<file path="config.mk">
export PLATFORM = sky130hd
export DESIGN_NAME = command_retransmit_controller_top
export DESIGN_NICKNAME = d
export VERILOG_FILES = /design/src/crc_pkg.sv /design/src/crc_ram.sv /design/src/command_retransmit_controller_top.sv
export SDC_FILE = /design/constraint.sdc
export NUM_CORES = 1
export LEC_CHECK = 0
export BUFFER_PORTS_ARGS = -buffer_cell sky130_fd_sc_hd__buf_2
export CORE_ASPECT_RATIO = 1.2
export CORE_MARGIN = 2
export CORE_UTILIZATION = 50
export CTS_BUF_LIST = sky130_fd_sc_hd__clkbuf_16
export CTS_CLUSTER_SIZE = 16
export DETAILED_ROUTE_END_ITERATION = 12
export GPL_TIMING_DRIVEN = 0
export PLACE_DENSITY = 0.7
export SYNTH_ARGS = -nofsm -noshare
export SYNTH_HDL_FRONTEND = slang
export SYNTH_SLANG_ARGS = --single-unit
export TNS_END_PERCENT = 50
</file>
<file path="constraint.sdc">
create_clock -name clock -period 5.3 [get_ports clock]
set_input_delay 0 -clock clock [delete_from_list [all_inputs] [get_ports clock]]
set_output_delay 0 -clock clock [all_outputs]
set_load 0.02 [all_outputs]
</file>
<file path="src/crc_pkg.sv">
// Shared types and constants for the command retransmit controller.
// Holds the request and response payload structs, command codes and register indexes.
// No dependencies.
package crc_pkg;

   localparam int unsigned DEFAULT_QUEUE_SLOTS = 4;

   localparam int unsigned TIME_WIDTH    = 32;
   localparam int unsigned SEQ_WIDTH     = 8;
   localparam int unsigned CODE_WIDTH    = 2;
   localparam int unsigned TIMEOUT_WIDTH = 16;
   localparam int unsigned RETRY_WIDTH   = 4;
   localparam int unsigned CSR_IDX_WIDTH = 4;
   localparam int unsigned CSR_DATA_WIDTH = 16;

   // Operation codes carried by a request transfer.
   localparam logic OP_REQUEST = 1'b0;
   localparam logic OP_SERVICE = 1'b1;

   // Command codes; the fourth code is unused and a request carrying it is ignored.
   localparam logic [CODE_WIDTH-1:0] COMMAND_MANUAL = 2'd0;
   localparam logic [CODE_WIDTH-1:0] COMMAND_AUTO   = 2'd1;
   localparam logic [CODE_WIDTH-1:0] COMMAND_SLEEP  = 2'd2;
   localparam logic [CODE_WIDTH-1:0] COMMAND_UNUSED = 2'd3;

   // Configuration register indexes.
   localparam logic [CSR_IDX_WIDTH-1:0] CSR_ACK_TIMEOUT = 4'd0;
   localparam logic [CSR_IDX_WIDTH-1:0] CSR_MAX_RETRIES = 4'd1;

   localparam logic [TIMEOUT_WIDTH-1:0] ACK_TIMEOUT_RESET = 16'd1200;
   localparam logic [RETRY_WIDTH-1:0]   MAX_RETRIES_RESET = 4'd3;

   typedef struct packed {
      logic                  operation;
      logic [CODE_WIDTH-1:0] command_code;
      logic [TIME_WIDTH-1:0] now_ms;
      logic                  packet_present;
      logic                  ack_present;
      logic [SEQ_WIDTH-1:0]  ack_sequence;
      logic                  manual_known;
      logic                  node_reports_manual;
   } req_type;

   typedef struct packed {
      logic                  transmit;
      logic [CODE_WIDTH-1:0] tx_command;
      logic [SEQ_WIDTH-1:0]  tx_sequence;
      logic                  is_retry;
      logic                  gave_up;
      logic                  confirmed;
      logic [SEQ_WIDTH-1:0]  closed_sequence;
      logic                  awaiting_ack;
      logic                  command_dropped;
      logic [1:0]            queued_count;
   } rsp_type;

endpackage

</file>
<file path="src/crc_ram.sv">
// Generic single-write, single-read RAM with a registered read port.
// Used for the command queue storage; no dependencies.
module crc_ram #(
   parameter int unsigned WIDTH = 2,
   parameter int unsigned DEPTH = 4
) (
   input  logic                     clock,
   input  logic                     wr_en,
   input  logic [$clog2(DEPTH)-1:0] wr_addr,
   input  logic [WIDTH-1:0]         wr_data,
   input  logic [$clog2(DEPTH)-1:0] rd_addr,
   output logic [WIDTH-1:0]         rd_data
);

   logic [WIDTH-1:0] mem_ff [DEPTH];
   logic [WIDTH-1:0] rd_data_ff;

   always_ff @(posedge clock) begin
      if (wr_en) begin
         mem_ff[wr_addr] <= wr_data;
      end
      rd_data_ff <= mem_ff[rd_addr];
   end

   assign rd_data = rd_data_ff;

endmodule

</file>
<file path="src/command_retransmit_controller_top.sv">
// Command retransmit controller: a request goes through the input register, then the
// result register; throughput is one item per cycle unless the result side stalls.
// The queue head comes from a registered-read RAM, addressed by the next read pointer.
// Reset is synchronous and active high; it clears control state and the pointers,
// and loads the configuration defaults. Queue storage is not cleared.
// Depends on crc_pkg and crc_ram.
module command_retransmit_controller_top #(
   parameter int unsigned QUEUE_SLOTS = crc_pkg::DEFAULT_QUEUE_SLOTS
) (
   input  logic                                 clock,
   input  logic                                 reset,
   input  logic                                 req_valid,
   output logic                                 req_stall,
   input  crc_pkg::req_type                     req_data,
   output logic                                 rsp_valid,
   input  logic                                 rsp_stall,
   output crc_pkg::rsp_type                     rsp_data,
   input  logic                                 csr_valid,
   output logic                                 csr_ready,
   input  logic [crc_pkg::CSR_IDX_WIDTH-1:0]    csr_index,
   input  logic [crc_pkg::CSR_DATA_WIDTH-1:0]   csr_wdata
);

   localparam int unsigned PTR_W = $clog2(QUEUE_SLOTS);
   localparam int unsigned CNT_W = PTR_W + 1;
   localparam int unsigned CW    = crc_pkg::CODE_WIDTH;
   localparam int unsigned SW    = crc_pkg::SEQ_WIDTH;
   localparam int unsigned TW    = crc_pkg::TIME_WIDTH;

   function automatic logic [PTR_W-1:0] ptr_next(input logic [PTR_W-1:0] ptr);
      logic [PTR_W-1:0] result;
      if (ptr == PTR_W'(QUEUE_SLOTS - 1)) begin
         result = '0;
      end else begin
         result = ptr + PTR_W'(1);
      end
      return result;
   endfunction

   function automatic logic [CNT_W-1:0] ptr_count(input logic [PTR_W-1:0] wp,
                                                  input logic [PTR_W-1:0] rp);
      logic [CNT_W-1:0] result;
      if (wp >= rp) begin
         result = {1'b0, wp} - {1'b0, rp};
      end else begin
         result = {1'b0, wp} + CNT_W'(QUEUE_SLOTS) - {1'b0, rp};
      end
      return result;
   endfunction

   // Configuration registers.
   logic [crc_pkg::TIMEOUT_WIDTH-1:0] timeout_ff;
   logic [crc_pkg::RETRY_WIDTH-1:0]   max_retries_ff;

   // Handshake and payload registers.
   logic             in_valid_ff, in_valid_in;
   crc_pkg::req_type in_data_ff;
   logic             rsp_valid_ff, rsp_valid_in;
   crc_pkg::rsp_type rsp_data_ff, rsp_data_in;
   logic             accept;
   logic             advance;

   // Controller state.
   logic [PTR_W-1:0]                wp_ff, wp_in;
   logic [PTR_W-1:0]                rp_ff, rp_in;
   logic [CW-1:0]                   pend_cmd_ff, pend_cmd_in;
   logic [SW-1:0]                   pend_seq_ff, pend_seq_in;
   logic                            pend_valid_ff, pend_valid_in;
   logic [crc_pkg::RETRY_WIDTH-1:0] retries_ff, retries_in;
   logic [TW-1:0]                   deadline_ff, deadline_in;
   logic [SW-1:0]                   last_seq_ff, last_seq_in;
   logic                            expects_manual_ff, expects_manual_in;
   logic                            observable_ff, observable_in;
   logic                            manual_seen_ff, manual_seen_in;

   // Queue storage and head bypass.
   logic          q_wr_en;
   logic [CW-1:0] q_rd_data;
   logic          byp_ff, byp_in;
   logic [CW-1:0] byp_data_ff;
   logic [CW-1:0] head_cmd;

   // Datapath intermediates.
   logic          is_service;
   logic          code_ok;
   logic          q_full;
   logic [TW-1:0] elapsed;
   logic          expired;
   logic [TW-1:0] new_deadline;
   logic [SW-1:0] seq_inc;
   logic          sent;
   logic          pend_valid_mid;
   logic          ack_ok;
   logic [CNT_W-1:0] count_next;

   assign csr_ready = 1'b1;

   always_ff @(posedge clock) begin
      if (reset) begin
         timeout_ff     <= crc_pkg::ACK_TIMEOUT_RESET;
         max_retries_ff <= crc_pkg::MAX_RETRIES_RESET;
      end else if (csr_valid && csr_ready) begin
         case (csr_index)
            crc_pkg::CSR_ACK_TIMEOUT: timeout_ff <= csr_wdata[crc_pkg::TIMEOUT_WIDTH-1:0];
            crc_pkg::CSR_MAX_RETRIES: max_retries_ff <= csr_wdata[crc_pkg::RETRY_WIDTH-1:0];
            default: ;
         endcase
      end
   end

   // The item in the input register is processed when the result register is free
   // or is being emptied in this cycle.
   assign advance   = in_valid_ff && (!rsp_valid_ff || !rsp_stall);
   assign req_stall = in_valid_ff && !advance;
   assign accept    = req_valid && !req_stall;

   always_comb begin
      in_valid_in = in_valid_ff;
      if (accept) begin
         in_valid_in = 1'b1;
      end else if (advance) begin
         in_valid_in = 1'b0;
      end
      rsp_valid_in = rsp_valid_ff;
      if (advance) begin
         rsp_valid_in = 1'b1;
      end else if (!rsp_stall) begin
         rsp_valid_in = 1'b0;
      end
   end

   crc_ram #(
      .WIDTH(CW),
      .DEPTH(QUEUE_SLOTS)
   ) u_queue (
      .clock  (clock),
      .wr_en  (q_wr_en),
      .wr_addr(wp_ff),
      .wr_data(in_data_ff.command_code),
      .rd_addr(rp_in),
      .rd_data(q_rd_data)
   );

   // A write landing on the slot being read in the same cycle is forwarded.
   assign byp_in   = q_wr_en && (wp_ff == rp_in);
   assign head_cmd = byp_ff ? byp_data_ff : q_rd_data;

   always_comb begin
      is_service   = (in_data_ff.operation == crc_pkg::OP_SERVICE);
      code_ok      = (in_data_ff.command_code != crc_pkg::COMMAND_UNUSED);
      q_full       = (ptr_next(wp_ff) == rp_ff);
      elapsed      = in_data_ff.now_ms - deadline_ff;
      expired      = !elapsed[TW-1];
      new_deadline = in_data_ff.now_ms + TW'(timeout_ff);
      seq_inc      = last_seq_ff + SW'(1);
      if (seq_inc == '0) begin
         seq_inc = SW'(1);
      end

      wp_in             = wp_ff;
      rp_in             = rp_ff;
      pend_cmd_in       = pend_cmd_ff;
      pend_seq_in       = pend_seq_ff;
      pend_valid_in     = pend_valid_ff;
      retries_in        = retries_ff;
      deadline_in       = deadline_ff;
      last_seq_in       = last_seq_ff;
      expects_manual_in = expects_manual_ff;
      observable_in     = observable_ff;
      manual_seen_in    = manual_seen_ff;
      q_wr_en           = 1'b0;
      sent              = 1'b0;
      pend_valid_mid    = pend_valid_ff;
      ack_ok            = 1'b0;
      rsp_data_in       = '0;

      if (advance && !is_service) begin
         if (code_ok) begin
            if (q_full) begin
               rsp_data_in.command_dropped = 1'b1;
            end else begin
               q_wr_en = 1'b1;
               wp_in   = ptr_next(wp_ff);
            end
         end
      end else if (advance) begin
         if (pend_valid_ff) begin
            if (expired) begin
               if (retries_ff != '0) begin
                  retries_in              = retries_ff - 1'b1;
                  deadline_in             = new_deadline;
                  sent                    = 1'b1;
                  rsp_data_in.transmit    = 1'b1;
                  rsp_data_in.is_retry    = 1'b1;
                  rsp_data_in.tx_command  = pend_cmd_ff;
                  rsp_data_in.tx_sequence = pend_seq_ff;
               end else begin
                  rsp_data_in.gave_up         = 1'b1;
                  rsp_data_in.closed_sequence = pend_seq_ff;
                  pend_valid_mid              = 1'b0;
               end
            end
         end else if (wp_ff != rp_ff) begin
            rp_in             = ptr_next(rp_ff);
            last_seq_in       = seq_inc;
            pend_cmd_in       = head_cmd;
            pend_seq_in       = seq_inc;
            pend_valid_mid    = 1'b1;
            expects_manual_in = (head_cmd == crc_pkg::COMMAND_MANUAL);
            observable_in     = (head_cmd != crc_pkg::COMMAND_SLEEP);
            retries_in        = (head_cmd == crc_pkg::COMMAND_SLEEP) ? '0 : max_retries_ff;
            deadline_in       = new_deadline;
            sent              = 1'b1;
            rsp_data_in.transmit    = 1'b1;
            rsp_data_in.tx_command  = head_cmd;
            rsp_data_in.tx_sequence = seq_inc;
         end

         pend_valid_in = pend_valid_mid;
         // Without a transmit, a packet may confirm by echoed sequence, or else by the
         // node's most recently reported manual state.
         if (!sent && in_data_ff.packet_present) begin
            if (in_data_ff.manual_known) begin
               manual_seen_in = in_data_ff.node_reports_manual;
            end
            if (in_data_ff.ack_present) begin
               ack_ok = pend_valid_mid && (in_data_ff.ack_sequence == pend_seq_ff);
            end else begin
               ack_ok = pend_valid_mid && observable_ff &&
                        (manual_seen_in == expects_manual_ff);
            end
            if (ack_ok) begin
               rsp_data_in.confirmed       = 1'b1;
               rsp_data_in.closed_sequence = pend_seq_ff;
               pend_valid_in               = 1'b0;
            end
         end
      end

      count_next               = ptr_count(wp_in, rp_in);
      rsp_data_in.awaiting_ack = pend_valid_in;
      rsp_data_in.queued_count = count_next[1:0];
   end

   always_ff @(posedge clock) begin
      if (reset) begin
         in_valid_ff       <= 1'b0;
         rsp_valid_ff      <= 1'b0;
         wp_ff             <= '0;
         rp_ff             <= '0;
         pend_cmd_ff       <= '0;
         pend_seq_ff       <= '0;
         pend_valid_ff     <= 1'b0;
         retries_ff        <= '0;
         deadline_ff       <= '0;
         last_seq_ff       <= '0;
         expects_manual_ff <= 1'b0;
         observable_ff     <= 1'b0;
         manual_seen_ff    <= 1'b0;
         byp_ff            <= 1'b0;
      end else begin
         in_valid_ff       <= in_valid_in;
         rsp_valid_ff      <= rsp_valid_in;
         wp_ff             <= wp_in;
         rp_ff             <= rp_in;
         pend_cmd_ff       <= pend_cmd_in;
         pend_seq_ff       <= pend_seq_in;
         pend_valid_ff     <= pend_valid_in;
         retries_ff        <= retries_in;
         deadline_ff       <= deadline_in;
         last_seq_ff       <= last_seq_in;
         expects_manual_ff <= expects_manual_in;
         observable_ff     <= observable_in;
         manual_seen_ff    <= manual_seen_in;
         byp_ff            <= byp_in;
      end
   end

   always_ff @(posedge clock) begin
      if (accept) begin
         in_data_ff <= req_data;
      end
      if (advance) begin
         rsp_data_ff <= rsp_data_in;
      end
      byp_data_ff <= in_data_ff.command_code;
   end

   assign rsp_valid = rsp_valid_ff;
   assign rsp_data  = rsp_data_ff;

`ifndef SYNTH
   // A transfer that sends a frame never also closes a sequence.
   assert property (@(posedge clock) disable iff (reset)
      rsp_valid_ff && rsp_data_ff.transmit |->
         !rsp_data_ff.confirmed && !rsp_data_ff.gave_up && rsp_data_ff.awaiting_ack)
      else $error("transmit result also closes a sequence");

   // Sequence zero is never used, so a closed sequence is always nonzero.
   assert property (@(posedge clock) disable iff (reset)
      rsp_valid_ff && (rsp_data_ff.confirmed || rsp_data_ff.gave_up) |->
         rsp_data_ff.closed_sequence != '0)
      else $error("closed sequence is zero");

   // The ring never holds more than QUEUE_SLOTS-1 commands.
   assert property (@(posedge clock) disable iff (reset)
      ptr_count(wp_ff, rp_ff) < CNT_W'(QUEUE_SLOTS))
      else $error("queue occupancy out of range");

   // An in-flight command always carries a nonzero sequence.
   assert property (@(posedge clock) disable iff (reset)
      pend_valid_ff |-> pend_seq_ff != '0 && last_seq_ff != '0)
      else $error("in-flight command without a sequence");
`endif

endmodule

</file>
==> out/metrics.yaml <==
status: "complete, no violations"
ys_seq_area_frac: 0.497
drt-vias-per-instance: 5.36
design.die.area_sq_mm: 0.0173
area_growth_pct: 25.2
yosysMostFrequentCell: "a21oi_1"
report.final.slew_viol_count: 0
ys_types: 66
drc: 0
tns_ns: 0
avgRoutedWirePerCell_um: 15.6
final_area_sq_mm: 0.0102
path_clk_slew_ns: 0.06
max_cap_violations: 0
cts_root_buffer: "clkbuf_16"
critPathTopFamily: "simple AND/OR/NAND/NOR gates"
synth_cells: 820
drtIter0Drc: 360
leakagePower_nw: 3.93
synth.area.top_cells: "edfxtp_1 30%, dfxtp_1 20%, ha_1 8.3%, a21oi_1 5.6%, nand2_1 4.1%"
grt_max_degree: 30
gr-usage-all-layers: 0.230
finalNetCount: 1137
vias: 6618
ys.warnings.count: 0
clk_latency_ns: 0.44
critPathBufInv: 1
antenna_cells: 0
grt_pass1_vias: 6450
synth_nets: 947
critPathCaptureType: "flop"
htree_levels: 4
synth_commonest_cells: "91 x a21oi_1, 89 x nand2_1, 81 x dfxtp_1, 81 x edfxtp_1, 54 x ha_1"
max_stage_delay_ns: 0.90
crit_chain: "nand2_1 -> and2_1 -> nand2b_1 -> clkbuf_1 -> a21oi_1 -> and2_1 -> nor2_1 -> a21oi_1 -> ha_1 -> xnor2_1 -> xnor2_1"
antenna_found_initial: 0
synth_top_cell_by_area: "edfxtp_1"
crit_path_top_delay_cell: "and2_1"
io_pins: 101
hold_viol: 0
finalWeightedCongestion: 0.898
cp-start-kind: "flop"
fin_crit_ns: 3.23
synth_top_area_share: 0.298
path_class: "flop to flop"
hold_path.class: "input port to flop"
cts_buffers: 17
path_max_fanout: 29
rsz0062_at_grt: "false"
hpwl_mm: 13.6
die_h_um: 144
grt_first_pass_wirelength_mm: 31.1
die_x_um: 121
clockBufferDepth: 2
coreArea_sq_mm: 0.0161
final_layout_size_suffix_gt1_frac: 0.151
ys_async_sr_fraction: 0
tightest_slew_ns: 1.16
power_density_mw_per_mm2: 276
arrival_ns: 3.41
cts_tree: "done"
num_rows: 51
netlist_area_sq_mm: 0.00815
max_freq_mhz: 309
place_area_sq_mm: 0.00893
routed_wl_mm: 19.3
setup_viol: 0
syn_area_per_cell_sq_um: 9.94
slew_headroom: 0.226
skew_ns: 0.00803
finalCritPeriodShare: 0.610
gr-total-overflow: 0
antenna_left: 0
total_power_mw: 2.82
peakVddDrop_v: 0.000184
ys_ff_latch: 162
postCtsSetupRepairBufs: 0
io_buffers: 98
synthFlopType: "edfxtp_1"
worstPathRequired_ns: 5.48
synth_edf_count: 81
cts_sinks: 162
dr.pass1.iters: 5
start_util: 0.507
fin_util: 0.635
-- cells by family (layout without fill, tap and decap cells) --
group | count (synthesis) | after routing | share of synthesized area
flip-flops | 162 | 162 | 0.497
adder cells (fa/ha/maj) | 55 | 55 | 0.0853
other | 1 | 1 | 0.000460
multiplexers | 12 | 12 | 0.0158
AO/OA/AOI/OAI | 206 | 206 | 0.157
AND/OR/NAND/NOR | 246 | 246 | 0.144
XOR/XNOR | 50 | 50 | 0.0546
buffers and inverters | 88 | 291 | 0.0448
-- final timing paths --
check                startpoint  slack (ns)                end  depth (start not counted)
setup / recovery      rsp_valid        2.07        rsp_data[1]                         11
hold reg to reg   observable_ff        0.46      observable_ff                          2
setup reg to reg      rsp_valid        2.07        rsp_data[1]                         11
hold / removal     csr_index[0]        0.12  max_retries_ff[1]                          4
-- placed cells by master, fill, tap and decap left out, types with 5 or more instances in the layout --
cell / n
nand4_1: 8
nor4_1: 5
edfxtp_1: 81
dfxtp_1: 81
nor3_1: 14
a31oi_1: 6
a211oi_1: 12
xor2_1: 15
ha_1: 54
nand2_1: 89
a21oi_1: 91
o31ai_1: 15
nor2_1: 46
dlygate4sd3_1: 72
buf_2: 105
inv_1: 51
a21o_1: 7
xnor2_1: 34
o21a_1: 12
mux2i_1: 9
and3_1: 12
nand3_1: 34
clkinv_2: 6
clkbuf_16: 17
nor3b_1: 5
o22ai_1: 5
nor2b_1: 6
clkbuf_1: 24
o21ai_0: 31
or3_1: 7
-- worst register-to-register path: stages (launching register included) --
cell      delay (ns)
dfxtp_1         0.33
nand2_1         0.08
and2_1          0.90
nand2b_1        0.11
clkbuf_1        0.25
a21oi_1         0.34
and2_1          0.26
nor2_1          0.06
a21oi_1         0.21
ha_1            0.21
xnor2_1         0.08
xnor2_1         0.15
-- layout make-up --
type	count	area, sq um
well taps	212	265
flip-flops and latches	162	4050
multi-input cells	570	3740
repair buffers	171	1230
fillers	1351	5870
clock inverters	15	129
inverters	50	188
plain buffers	38	178
clock buffers	17	425
-- metal layers --
layer,vias to the layer above,part of all wire,GRT usage
met1,3061,0.41,0.270
met5,-,0,0
met2,186,0.52,0.408
met3,34,0.043,0.0460
met4,0,0.024,0.102
li1,3337,-,-
-- state kept, by name (all words and copies together), names as in the netlist, 2 cells and up --
name / cells
rp_ff: 2
byp_data_ff: 2
deadline_ff: 32
wp_ff: 2
u_queue.rd_data: 2
retries_ff: 4
last_seq_ff: 8
timeout_ff: 16
u_queue.mem_ff: 8
max_retries_ff: 4
in_data_ff: 46
rsp_data: 26
pend_cmd_ff: 2
-- metrics by stage --
step	hold slack (ns)	setup WS, ns	std cells
after floorplan	0.0989	2.08	820
after global placement	0.177	1.01	1130
after detailed placement	0.178	2.04	1131
after CTS	0.0925	2.01	1235
after global routing	0.165	1.66	1235
final	0.120	2.07	1235
-- timing repair --
item / in CTS / in global routing
gates resized for setup: 0 / 0
hold endpoints to repair: 70 / 0
hold buffers: 72 / 0
-- power breakdown --
part / switching, mW / internal, mW / leakage [nW]
clock: 0.488 / 0.680 / 0.279
sequential: 0.0264 / 1.36 / 1.43
combinational: 0.143 / 0.127 / 2.22
total: 0.657 / 2.17 / 3.93
No activity file was read; power rests on OpenSTA's default activity.
